[src/rtl/dmc_pkg.sv]
`timescale 1ns / 1ps

package dmc_pkg;

  // default geometry
  localparam int INDEX_BITS_DEF       = 6;
  localparam int FILL_EXTRA_WORDS_DEF = 3;
  localparam int ADDR_BITS_DEF        = 16;
  localparam int DATA_BITS_DEF        = 32;

  // width of the position within a run of entries
  localparam int OFS_W = 4;

  // tag value of every entry after reset (masked to the tag width)
  localparam int TAG_RESET = 60;

  // controller phases
  typedef enum logic [3:0] {
    PH_START_A,
    PH_START_B,
    PH_IDLE,
    PH_WRITE_DONE,
    PH_READ_DONE,
    PH_FILL,
    PH_FILL_NEXT,
    PH_FILL_PAUSE,
    PH_WB,
    PH_WB_WAIT_A,
    PH_WB_WAIT_B
  } phase_t;

  // control of one tag store write
  typedef struct packed {
    logic en;
    logic empty;
  } tag_wr_ctl_t;

endpackage

[src/rtl/dmc_tag_store.sv]
`timescale 1ns / 1ps

module dmc_tag_store #(
  parameter int INDEX_BITS = dmc_pkg::INDEX_BITS_DEF,
  parameter int TAG_W      = dmc_pkg::ADDR_BITS_DEF - dmc_pkg::INDEX_BITS_DEF
) (
  input  logic                    clk,
  input  logic                    rst_n,
  output logic                    busy,
  input  logic                    rd_en,
  input  logic [INDEX_BITS-1:0]   ridx,
  input  logic [INDEX_BITS-1:0]   rrun,
  output logic [TAG_W-1:0]        tag_idx,
  output logic                    empty_idx,
  output logic [TAG_W-1:0]        tag_run,
  input  dmc_pkg::tag_wr_ctl_t    wr,
  input  logic [INDEX_BITS-1:0]   waddr,
  input  logic [TAG_W-1:0]        wtag
);

  localparam int ENTRIES = 1 << INDEX_BITS;
  localparam logic [TAG_W-1:0] RST_TAG = TAG_W'(dmc_pkg::TAG_RESET);
  localparam logic [INDEX_BITS-1:0] LAST_ENTRY = INDEX_BITS'(ENTRIES - 1);

  // entry word: {empty, tag}
  logic [TAG_W:0] tag_mem [ENTRIES];

  logic                  busy_r;
  logic [INDEX_BITS-1:0] clr_cnt_r;
  logic [TAG_W:0]        q_idx_r, q_run_r, fwd_word_r;
  logic                  fwd_idx_r, fwd_run_r;
  logic [TAG_W:0]        word_idx, word_run;

  // clearing sweep after reset, one entry a cycle
  always_ff @(posedge clk) begin
    if (!rst_n) begin
      busy_r    <= 1'b1;
      clr_cnt_r <= '0;
    end else if (busy_r) begin
      clr_cnt_r <= clr_cnt_r + 1'b1;
      if (clr_cnt_r == LAST_ENTRY) begin
        busy_r <= 1'b0;
      end
    end
  end

  // single write port
  always_ff @(posedge clk) begin
    if (busy_r) begin
      tag_mem[clr_cnt_r] <= {1'b1, RST_TAG};
    end else if (wr.en) begin
      tag_mem[waddr] <= {wr.empty, wtag};
    end
  end

  // two registered read ports, with bypass of a write at the same edge
  always_ff @(posedge clk) begin
    if (rd_en) begin
      q_idx_r    <= tag_mem[ridx];
      q_run_r    <= tag_mem[rrun];
      fwd_idx_r  <= wr.en && (waddr == ridx);
      fwd_run_r  <= wr.en && (waddr == rrun);
      fwd_word_r <= {wr.empty, wtag};
    end
  end

  assign word_idx  = fwd_idx_r ? fwd_word_r : q_idx_r;
  assign word_run  = fwd_run_r ? fwd_word_r : q_run_r;
  assign tag_idx   = word_idx[TAG_W-1:0];
  assign empty_idx = word_idx[TAG_W];
  assign tag_run   = word_run[TAG_W-1:0];
  assign busy      = busy_r;

endmodule

[src/rtl/direct_mapped_cache_controller.sv]
`timescale 1ns / 1ps

// channel   direction  ports                                         transfer when
// in_*      input      write/read request, address, data, ram ack    in_valid & !in_stall
// out_*     output     cpu ack/data, ram enables, address, data      out_valid & !out_stall
//
// one item per cycle unless in_stall is high: each item is one controller clock,
// registered at the input, then processed in one pass into the result register
// after reset the tag store is swept over all 2**INDEX_BITS entries, with in_stall high
// reset is synchronous, active low; stored data is undefined until written
// in_stall is high in the sweep, or while both registers are full and out_stall is high

module direct_mapped_cache_controller #(
  parameter int INDEX_BITS       = dmc_pkg::INDEX_BITS_DEF,
  parameter int FILL_EXTRA_WORDS = dmc_pkg::FILL_EXTRA_WORDS_DEF,
  parameter int ADDR_BITS        = dmc_pkg::ADDR_BITS_DEF,
  parameter int DATA_BITS        = dmc_pkg::DATA_BITS_DEF
) (
  input  logic                 clk,
  input  logic                 rst_n,
  input  logic                 in_valid,
  output logic                 in_stall,
  input  logic                 in_write_request,
  input  logic                 in_read_request,
  input  logic [ADDR_BITS-1:0] in_cpu_address,
  input  logic [DATA_BITS-1:0] in_cpu_write_data,
  input  logic                 in_backing_ack,
  input  logic [DATA_BITS-1:0] in_backing_read_data,
  output logic                 out_valid,
  input  logic                 out_stall,
  output logic                 out_cpu_ack,
  output logic [DATA_BITS-1:0] out_cpu_read_data,
  output logic                 out_backing_write_enable,
  output logic                 out_backing_read_enable,
  output logic [ADDR_BITS-1:0] out_backing_address,
  output logic [DATA_BITS-1:0] out_backing_write_data
);

  localparam int ENTRIES = 1 << INDEX_BITS;
  localparam int TAG_W   = ADDR_BITS - INDEX_BITS;
  localparam int OFS_W   = dmc_pkg::OFS_W;
  localparam logic [OFS_W-1:0] LAST_OFS = OFS_W'(FILL_EXTRA_WORDS);

  // input register
  logic                 in_v_r;
  logic                 wr_q_r, rd_q_r, ack_q_r;
  logic [ADDR_BITS-1:0] addr_q_r;
  logic [DATA_BITS-1:0] wdata_q_r, bdata_q_r;

  // controller state
  dmc_pkg::phase_t phase_r, phase_nxt;
  logic [OFS_W-1:0] wo_r, wo_nxt;
  logic             hw_r, hw_nxt, hr_r, hr_nxt;

  // result register
  logic                 out_v_r;
  logic                 ack_r, we_r, re_r;
  logic [ADDR_BITS-1:0] baddr_r;
  logic [DATA_BITS-1:0] rdata_r;

  // handshake
  logic busy, out_free, adv, accept;

  // tag store
  logic [TAG_W-1:0]       tag_idx, tag_run, tag_wtag;
  logic                   empty_idx;
  logic [INDEX_BITS-1:0]  tag_waddr, rd_idx, rd_run;
  dmc_pkg::tag_wr_ctl_t   tag_wr;

  // data memory
  logic [DATA_BITS-1:0]  data_mem [ENTRIES];
  logic                  dat_we;
  logic [INDEX_BITS-1:0] dat_waddr, dat_raddr;
  logic [DATA_BITS-1:0]  dat_wdata;

  // per item decode
  logic [INDEX_BITS-1:0] idx, run;
  logic [TAG_W-1:0]      tag;
  logic [ADDR_BITS-1:0]  fill_addr;
  logic                  o_ack, o_we, o_re;
  logic [ADDR_BITS-1:0]  o_addr;

  // flow control
  assign out_free = !out_v_r || !out_stall;
  assign adv      = in_v_r && out_free;
  assign in_stall = busy || (in_v_r && !out_free);
  assign accept   = in_valid && !in_stall;

  always_ff @(posedge clk) begin
    if (!rst_n) begin
      in_v_r  <= 1'b0;
      out_v_r <= 1'b0;
    end else begin
      in_v_r  <= accept || (in_v_r && !adv);
      out_v_r <= adv || (out_v_r && out_stall);
    end
  end

  // input register payload
  always_ff @(posedge clk) begin
    if (accept) begin
      wr_q_r    <= in_write_request;
      rd_q_r    <= in_read_request;
      addr_q_r  <= in_cpu_address;
      wdata_q_r <= in_cpu_write_data;
      ack_q_r   <= in_backing_ack;
      bdata_q_r <= in_backing_read_data;
    end
  end

  // tag store read for the incoming item uses the state it will see
  assign rd_idx = in_cpu_address[INDEX_BITS-1:0];
  assign rd_run = rd_idx + INDEX_BITS'(wo_nxt);

  dmc_tag_store #(
    .INDEX_BITS (INDEX_BITS),
    .TAG_W      (TAG_W)
  ) u_tag_store (
    .clk       (clk),
    .rst_n     (rst_n),
    .busy      (busy),
    .rd_en     (accept),
    .ridx      (rd_idx),
    .rrun      (rd_run),
    .tag_idx   (tag_idx),
    .empty_idx (empty_idx),
    .tag_run   (tag_run),
    .wr        (tag_wr),
    .waddr     (tag_waddr),
    .wtag      (tag_wtag)
  );

  // address fields of the current item
  assign idx       = addr_q_r[INDEX_BITS-1:0];
  assign tag       = addr_q_r[ADDR_BITS-1:INDEX_BITS];
  assign run       = idx + INDEX_BITS'(wo_r);
  assign fill_addr = addr_q_r + ADDR_BITS'(wo_r);

  // state registers
  always_ff @(posedge clk) begin
    if (!rst_n) begin
      phase_r <= dmc_pkg::PH_START_A;
      wo_r    <= '0;
      hw_r    <= 1'b0;
      hr_r    <= 1'b0;
    end else begin
      phase_r <= phase_nxt;
      wo_r    <= wo_nxt;
      hw_r    <= hw_nxt;
      hr_r    <= hr_nxt;
    end
  end

  // cycle outputs, next state and store writes
  always_comb begin
    phase_nxt    = phase_r;
    wo_nxt       = wo_r;
    hw_nxt       = hw_r;
    hr_nxt       = hr_r;
    tag_wr.en    = 1'b0;
    tag_wr.empty = 1'b0;
    tag_waddr    = run;
    tag_wtag     = fill_addr[ADDR_BITS-1:INDEX_BITS];
    dat_we       = 1'b0;
    dat_waddr    = run;
    dat_wdata    = bdata_q_r;
    dat_raddr    = idx;
    o_ack        = 1'b0;
    o_we         = 1'b0;
    o_re         = 1'b0;
    o_addr       = addr_q_r;

    case (phase_r)
      dmc_pkg::PH_WRITE_DONE, dmc_pkg::PH_READ_DONE: begin
        o_ack = 1'b1;
      end
      dmc_pkg::PH_FILL, dmc_pkg::PH_FILL_PAUSE: begin
        o_re   = 1'b1;
        o_addr = fill_addr;
      end
      dmc_pkg::PH_WB: begin
        o_we      = 1'b1;
        o_addr    = {tag_run, run};
        dat_raddr = run;
      end
      default: begin
      end
    endcase

    if (adv) begin
      case (phase_r)
        dmc_pkg::PH_START_A: begin
          phase_nxt = dmc_pkg::PH_START_B;
        end
        dmc_pkg::PH_IDLE: begin
          wo_nxt = '0;
          hw_nxt = wr_q_r;
          hr_nxt = rd_q_r;
          if (wr_q_r != rd_q_r) begin
            if (empty_idx) begin
              phase_nxt = dmc_pkg::PH_FILL;
            end else if (tag != tag_idx) begin
              phase_nxt = dmc_pkg::PH_WB;
            end else if (wr_q_r) begin
              phase_nxt = dmc_pkg::PH_WRITE_DONE;
            end else begin
              phase_nxt = dmc_pkg::PH_READ_DONE;
            end
          end
        end
        dmc_pkg::PH_WRITE_DONE: begin
          tag_wr.en = 1'b1;
          tag_waddr = idx;
          tag_wtag  = tag;
          dat_we    = 1'b1;
          dat_waddr = idx;
          dat_wdata = wdata_q_r;
          phase_nxt = dmc_pkg::PH_IDLE;
        end
        dmc_pkg::PH_FILL: begin
          if (ack_q_r) begin
            tag_wr.en = 1'b1;
            dat_we    = 1'b1;
            if (wo_r < LAST_OFS) begin
              phase_nxt = dmc_pkg::PH_FILL_NEXT;
            end else begin
              wo_nxt    = '0;
              phase_nxt = (hw_r && !hr_r) ? dmc_pkg::PH_WRITE_DONE
                                          : dmc_pkg::PH_READ_DONE;
            end
          end
        end
        dmc_pkg::PH_FILL_NEXT: begin
          wo_nxt    = wo_r + 1'b1;
          phase_nxt = dmc_pkg::PH_FILL;
        end
        dmc_pkg::PH_FILL_PAUSE: begin
          phase_nxt = dmc_pkg::PH_FILL;
        end
        dmc_pkg::PH_WB: begin
          if (ack_q_r) begin
            // mark empty, keep the tag
            tag_wr.en    = 1'b1;
            tag_wr.empty = 1'b1;
            tag_wtag     = tag_run;
            if (wo_r < LAST_OFS) begin
              phase_nxt = dmc_pkg::PH_WB_WAIT_A;
            end else begin
              wo_nxt    = '0;
              phase_nxt = dmc_pkg::PH_FILL_PAUSE;
            end
          end
        end
        dmc_pkg::PH_WB_WAIT_A: begin
          phase_nxt = dmc_pkg::PH_WB_WAIT_B;
        end
        dmc_pkg::PH_WB_WAIT_B: begin
          wo_nxt    = wo_r + 1'b1;
          phase_nxt = dmc_pkg::PH_WB;
        end
        default: begin
          phase_nxt = dmc_pkg::PH_IDLE;
        end
      endcase
    end
  end

  // data memory, read before write at the same edge
  always_ff @(posedge clk) begin
    if (adv) begin
      rdata_r <= data_mem[dat_raddr];
      if (dat_we) begin
        data_mem[dat_waddr] <= dat_wdata;
      end
    end
  end

  // result register
  always_ff @(posedge clk) begin
    if (adv) begin
      ack_r   <= o_ack;
      we_r    <= o_we;
      re_r    <= o_re;
      baddr_r <= o_addr;
    end
  end

  assign out_valid                = out_v_r;
  assign out_cpu_ack              = ack_r;
  assign out_cpu_read_data        = ack_r ? rdata_r : '0;
  assign out_backing_write_enable = we_r;
  assign out_backing_read_enable  = re_r;
  assign out_backing_address      = baddr_r;
  assign out_backing_write_data   = we_r ? rdata_r : '0;

  // at most one kind of activity in a result
  a_one_activity: assert property (@(posedge clk) disable iff (!rst_n)
    out_v_r |-> $onehot0({ack_r, we_r, re_r}))
    else $error("cpu ack and ram enables overlap");

  // position within a run never passes the last word
  a_ofs_range: assert property (@(posedge clk) disable iff (!rst_n)
    wo_r <= LAST_OFS)
    else $error("word offset beyond run length");

  // a completed write returns to idle
  a_write_done: assert property (@(posedge clk) disable iff (!rst_n)
    adv && (phase_r == dmc_pkg::PH_WRITE_DONE) |=> phase_r == dmc_pkg::PH_IDLE)
    else $error("write completion did not return to idle");

  // no item is held while the tag store is still being cleared
  a_clear_quiet: assert property (@(posedge clk) disable iff (!rst_n)
    busy |-> !in_v_r && !out_v_r)
    else $error("item present during tag clearing");

endmodule
[config.mk]
export PLATFORM = sky130hd
export DESIGN_NAME = direct_mapped_cache_controller
export DESIGN_NICKNAME = d
export VERILOG_FILES = /design/src/rtl/dmc_pkg.sv /design/src/rtl/dmc_tag_store.sv /design/src/rtl/direct_mapped_cache_controller.sv
export SDC_FILE = /design/constraint.sdc
export NUM_CORES = 2
export LEC_CHECK = 0
export ABC_AREA = 1
export BUFFER_PORTS_ARGS = -buffer_cell sky130_fd_sc_hd__buf_4
export CORE_MARGIN = 2
export CORE_UTILIZATION = 44
export DETAILED_ROUTE_END_ITERATION = 8
export PLACE_DENSITY = 0.68
export SYNTH_ARGS = -nofsm -noshare
export SYNTH_HDL_FRONTEND = slang
export SYNTH_SLANG_ARGS = --single-unit
[constraint.sdc]
create_clock -name clk -period 13.7 [get_ports clk]
set_input_delay 2.74 -clock clk [delete_from_list [all_inputs] [get_ports clk]]
set_output_delay 2.74 -clock clk [all_outputs]
set_load 0.01 [all_outputs]
## Word level (Yosys, flattened, before mapping)

Memory sizes are Yosys's and may differ from the RTL's. A register that Yosys moved wholly into a read port is not among the register bits.
Cells that the tools add are included.

| storage, ports and cells | value |
|---|---|
| flip-flop bits (word level) | 134 |
| bits in writable memories | 2752 |
| input port bits | 87 |
| output and inout port bits | 85 |
| word-level logic and storage cells | 123 |
| memories kept | 2 |

| cells by class | value |
|---|---|
| add/sub/neg operators | 5 |
| order comparisons | 1 |
| eq/ne operators | 17 |
| muxes and demuxes | 50 |
| reduce and logical (&&, ||, !) cells | 27 |

Memories:

| memory | words | width | rd ports | clocked after memory_dff | wr ports | line | source |
|---|---|---|---|---|---|---|---|
| data_mem | 64 | 32 | 1 | 1 | 1 | direct_mapped_cache_controller.sv:71 | `logic [DATA_BITS-1:0] data_mem [ENTRIES];` |
| u_tag_store.tag_mem | 64 | 11 | 2 | 2 | 1 | dmc_tag_store.sv:26 | `logic [TAG_W:0] tag_mem [ENTRIES];` |

Operator list:

| operator | count |
|---|---|
| two-way mux 32 bit | 4 |
| two-way mux 4 bit | 9 |
| one-hot mux 16 bit (2 select lines) | 1 |
| two-way mux 10 bit | 3 |
| one-hot mux 4 bit (7 select lines) | 1 |
| two-way mux 6 bit | 4 |
| two-way mux 11 bit | 2 |
| one-hot mux 10 bit (2 select lines) | 1 |
| two-way mux 1 bit | 17 |
| adder 16 x 4 -> 16 bit | 1 |
| equality test 4 x 3 -> 1 bit (second input constant) | 4 |
| adder 6 x 4 -> 6 bit | 2 |
| equality test 4 bit (second input constant) | 3 |
| equality test 6 bit | 2 |
| one-hot mux 4 bit (3 select lines) | 1 |
| OR reduction 11 bit | 1 |
| inequality test 10 bit | 1 |
| OR reduction 2 bit | 5 |
| two-way mux 3 bit | 3 |
| equality test 4 x 2 -> 1 bit (second input constant) | 2 |
| logical AND 1 bit | 8 |
| adder 6 x 1 -> 6 bit (second input constant) | 1 |
| equality test 6 bit (second input constant) | 1 |
| logical NOT 1 bit | 6 |
| other kinds (11) | 17 |

## Longest topological paths before layout

| depth | value |
|---|---|
| depth after elaboration | 9 |
| gate-level depth with buffers | 24 |
| mapped depth without buffers | 21 |

## Modules after synthesis

From an unflattened synthesis, not the netlist that was laid out.

| second synthesis, totals | value |
|---|---|
| cell total of the unflattened synthesis | 13479 |
| area, all modules | 133222.8 µm² |

Modules (own cells, without submodules):

| module | times used | cells each | area an instance (µm²) | sequential area each (µm²) |
|---|---|---|---|---|
| direct_mapped_cache_controller | 1 | 9398 | 96436.2 | 65763.1 |
| dmc_tag_store | 1 | 4081 | 36786.5 | 22301.4 |

## Least setup slack after synthesis

Ideal clock, no wire load.

| timing | value |
|---|---|
| kind | input to register |
| start point | in out_stall |
| end point | reg ack_q_r (enable) |
| library setup time | 596 ps |
| data arrival time | 7924 ps |
| required time | 13104 ps |
| path slack | 5180 ps |
| stages | 3 |
| path buffers | 0 |
| cell sequence | nand2_1 > o21ai_0 > nor2_1 |

| between the ends | value |
|---|---|
| longest elaborated chain between the ends | 7 |

Ends and longest elaborated chain:

| element | line | source |
|---|---|---|
| from (decl) | direct_mapped_cache_controller.sv:30 | `input logic out_stall,` |
| logical NOT 1 bit | direct_mapped_cache_controller.sv:84 | `assign out_free = !out_v_r \|\| !out_stall;` |
| logical OR 1 bit | direct_mapped_cache_controller.sv:84 |  |
| logical NOT 1 bit | direct_mapped_cache_controller.sv:86 | `assign in_stall = busy \|\| (in_v_r && !out_free);` |
| logical AND 1 bit | direct_mapped_cache_controller.sv:86 |  |
| logical OR 1 bit | direct_mapped_cache_controller.sv:86 |  |
| via in_stall | direct_mapped_cache_controller.sv:22 | `output logic in_stall,` |
| logical NOT 1 bit | direct_mapped_cache_controller.sv:87 | `assign accept = in_valid && !in_stall;` |
| logical AND 1 bit | direct_mapped_cache_controller.sv:87 |  |
| via accept | direct_mapped_cache_controller.sv:62 | `logic busy, out_free, adv, accept;` |
| to (signal assigned) | direct_mapped_cache_controller.sv:106 | `ack_q_r <= in_backing_ack;` |
| to (decl) | direct_mapped_cache_controller.sv:46 | `logic wr_q_r, rd_q_r, ack_q_r;` |

The timed path passes the listed nets, and every way through them passes these cells.
A chain may end at the register's enable or synchronous reset.

## Worst setup path in the final report

| timing | value |
|---|---|
| start point | in out_stall |
| end point | reg u_tag_store.q_run_r[4], read port of u_tag_store.tag_mem, data pin |

| between the ends | value |
|---|---|
| elaborated cells between the ends (all ways) | 10 |
| those cells by class | 1 x add/sub; 1 x mux; 8 x reduce/logical |

RTL lines:

| element | line | source |
|---|---|---|
| logical NOT 1 bit | direct_mapped_cache_controller.sv:84 |  |
| logical OR 1 bit | direct_mapped_cache_controller.sv:84 |  |
| logical AND 1 bit | direct_mapped_cache_controller.sv:85 | `assign adv = in_v_r && out_free;` |
| via adv | direct_mapped_cache_controller.sv:62 |  |
| two-way mux 4 bit | direct_mapped_cache_controller.sv:190 | `if (adv) begin` |
| via wo_nxt[0] | direct_mapped_cache_controller.sv:52 | `logic [OFS_W-1:0] wo_r, wo_nxt;` |
| adder 6 x 4 -> 6 bit | direct_mapped_cache_controller.sv:113 | `assign rd_run = rd_idx + INDEX_BITS'(wo_nxt);` |
| to (decl) | dmc_tag_store.sv:30 | `logic [TAG_W:0] q_idx_r, q_run_r, fwd_word_r;` |

The timed path passes the listed nets, and every way through them passes these cells.

==> metrics.txt <==
final net count 12900; met1 usage 0.348; I/O pin count 172; YS warnings 0; Worst Hold Path EP out_valid; full die area 304000 um2; CTS Buf Count 304; crit path time final 7970 ps; grt peak-use layer met2; Residual DRC 0; die width 552 um; final core utilization 0.491; drt pass-1 iters 7; antenna-violating nets left 0; switching power 3.78 mW; worst flop-to-flop path startpoint out_valid; DP Area 137000 um2; clk buf depth 4; Post-CTS Setup Bufs 0; total gr overflow 0; RD Place Congestion 0.938; met3 Use GR 0.0499; Worst Tran Pin Value 1340 ps; post-synthesis sequential area ratio 0.667; Layout Area Growth over Synthesis 11.3%; Main synth FF type edfxtp_1; Slowest cell on crit path fa_4; critical path, cell by cell buf_4 -> a21oi_4 -> buf_4 -> inv_1 -> o21ai_0 -> inv_1 -> nor2_1 -> o21ai_0 -> nand2_1 -> nand2_1 -> ha_4 -> fa_4 -> buf_4 -> buf_4 -> o21ai_0 -> o22ai_1 -> o21ai_0 -> inv_1 -> o21ai_0 -> o211ai_1 -> nand3_1 -> nand2_1; Unique masters post-synth 49; vias 95700; GRT Total Usage 0.258; Die Y 552 um; site row count 201; Highest Clock Rate 126 MHz; DR iter-0 viols 14300; area of the multi-input gates 33400 um2; setup TNS 0 ps; Cells on Worst Hold Path 2; TritonCTS clock tree yes; cell count after synthesis 13000; syn_nets 13100; Hold Crit Start in_v_r; post-synthesis register bit count 2939; clock share of power 0.448; share of cells above drive strength 1 0.0727; H-Tree Depth 5; post-synthesis async set-or-reset flop share 0; internal power 14.7 mW; Crit path arrival time 8680 ps; LEAKAGE 59.1 nW; Setup Viol. Count Final 0; vias in the first global route 87400; Worst setup SP type primary input; outcome complete, no violations; Final Instance Area 147000 um2; first-pass GRT wire length 582000 um; Post-synth EDFFs 2920; crit-path max cell delay 1290 ps; Final Hold Fails 0; crit end category register; filler cell count 26200; Worst path most repeated cell o21ai_0; CP Class primary input to register; Crit Reg-Reg Endpoint u_tag_store.q_run_r[4]; Placed Cells 16500; clk sink count 2939; Worst-Skew Late Latency 890 ps; initial antenna violation count 17; RSZ-0062 raised after global routing no; HP Class register to register; R2R setup slack 7370 ps; Cell Area, Synth 132000 um2; Comb pwr share 0.024; Peak VDD IR 113 uV; M2 GR Usage 0.394; clock root buffer master clkbuf_16; vias per cell 5.61; critical path required time 14410 ps; Rel. slew slack 0.110; Avg WL per Cell 23.5 um; worst clock skew 71.0 ps; clk slew on worst S/H paths 60 ps; initial core utilization 0.441; Placeable Area 299000 um2; Mapped Avg Cell Area 10.2 um2; r2r worst-path depth 21; port bufs 171; post-cts sizing count 0; period utilization 0.582; max-slew violation count 0; max-cap check violation count 0; CP Max Fanout 79; register area 88100 um2; Final HPWL DP 225000 um; Sw Ratio 0.204; Finished Layout Cells 17100; largest net degree at the start of global routing 212; P per Cell Area 126 nW/um2; Hold Buf Count CTS 0; Reg power frac 0.528; Routed WL 400000 um
[worst max-delay path by stage]
stage,slack [ps],start,endpoint,depth (start not counted)
2_1_floorplan,5180,out_stall,ack_q_r,3
3_3_place_gp,5210,out_stall,u_tag_store.q_run_r[4],22
3_5_place_dp,5150,out_stall,u_tag_store.q_run_r[4],22
4_1_cts,6040,out_stall,u_tag_store.q_run_r[4],22
5_1_grt,5540,out_stall,u_tag_store.q_run_r[4],22
6_report,5730,out_stall,u_tag_store.q_run_r[4],22
[metal layers]
metal | vias up | share of wire
li1 | 43200 | -
met3 | 1077 | 0.11
met1 | 45500 | 0.38
met2 | 5886 | 0.45
met5 | - | 0.00024
met4 | 14 | 0.061
[power groups by stage]
stage	Sequential (mW)	Combinational, mW	Clock [mW]
3_3_place_gp	9.94	0.407	0
4_1_cts	9.75	0.414	8.32
3_5_place_dp	9.94	0.412	0
2_1_floorplan	9.94	0.259	0
6_report	9.75	0.435	8.28
5_1_grt	9.75	0.459	8.66
[worst max-delay path: cells and delay by family]
kind / cells / cell delay [ps]
and+or+nand+nor: 5 / 850
AOI/OAI and AO/OA: 8 / 1350
buffers and inverters: 7 / 2170
adders and majority gates: 2 / 1480
[Yosys cell counts (6+ instances only)]
master / number / area, um2
a21oi_1: 100 / 500
buf_1: 51 / 191
buf_2: 342 / 1710
clkbuf_1: 362 / 1360
dfxtp_1: 19 / 380
edfxtp_1: 2920 / 87700
ha_1: 10 / 125
inv_1: 2099 / 7880
inv_2: 12 / 45.0
nand2_1: 2721 / 10200
nand2_2: 9 / 56.3
nand2_4: 11 / 124
nand3_1: 2155 / 10800
nand3_2: 8 / 80.1
nand4_1: 9 / 56.3
nor2_1: 824 / 3090
nor2_4: 6 / 67.6
nor3_1: 13 / 65.1
o211ai_1: 57 / 428
o21ai_0: 871 / 4360
o21ai_1: 7 / 35.0
o21ai_2: 8 / 70.1
o221ai_1: 86 / 753
o22ai_1: 202 / 1260
or2_2: 11 / 68.8
xor2_1: 8 / 70.1
[placed cells by master (no fill, tap or decap), drive strengths merged, types with 31 or more instances in the layout]
cell       n
clkinv   102
nand3   2163
o22ai    202
o211ai    57
bufinv    31
clkbuf   384
edfxtp  2920
nand2   2743
buf      334
nor2     835
o21ai    890
a21oi    103
o221ai    86
inv     2120
[cell type report]
| cell class | count | share of cell area |
|---|---|---|
| clock inverters | 150 | 0.0107 |
| inverters | 2116 | 0.0543 |
| flip-flops and latches | 2939 | 0.599 |
| multi-input cells | 7153 | 0.228 |
| well taps | 3958 | 0.0337 |
| repair buffers | 334 | 0.0180 |
| clock buffers | 384 | 0.0559 |
| diodes | 18 | 0.000307 |
[kinds of logic after synthesis]
family                     Yosys count  share of synthesized area
muxes                                3                   0.000256
DFF                               2939                      0.667
xor gates and xnor gates            11                   0.000787
and+or+nand+nor                   5779                      0.188
adders and majority gates           12                    0.00125
buffers and inverters             2876                     0.0853
AOI/OAI and AO/OA                 1348                     0.0575
[sequential cells by signal (all words and copies together) (netlist names), 4 cells and up]
signal / flops
data_mem: 2048
u_tag_store.tag_mem: 704
bdata_q_r: 32
rdata_r: 32
wdata_q_r: 32
addr_q_r: 16
out_backing_address: 16
u_tag_store.fwd_word_r: 11
u_tag_store.q_idx_r: 11
u_tag_store.q_run_r: 10
u_tag_store.clr_cnt_r: 6
phase_r: 4
wo_r: 4
[stage by stage]
step	total power, mW	hold WS [ps]	setup WS (ps)
detailed placement	10.4	498	5150
CTS	18.5	511	6040
finish	18.5	508	5730
global placement	10.4	498	5210
floorplan	10.2	460	5180
global route	18.9	535	5540
Note: power is estimated with default switching activity, not from simulation.
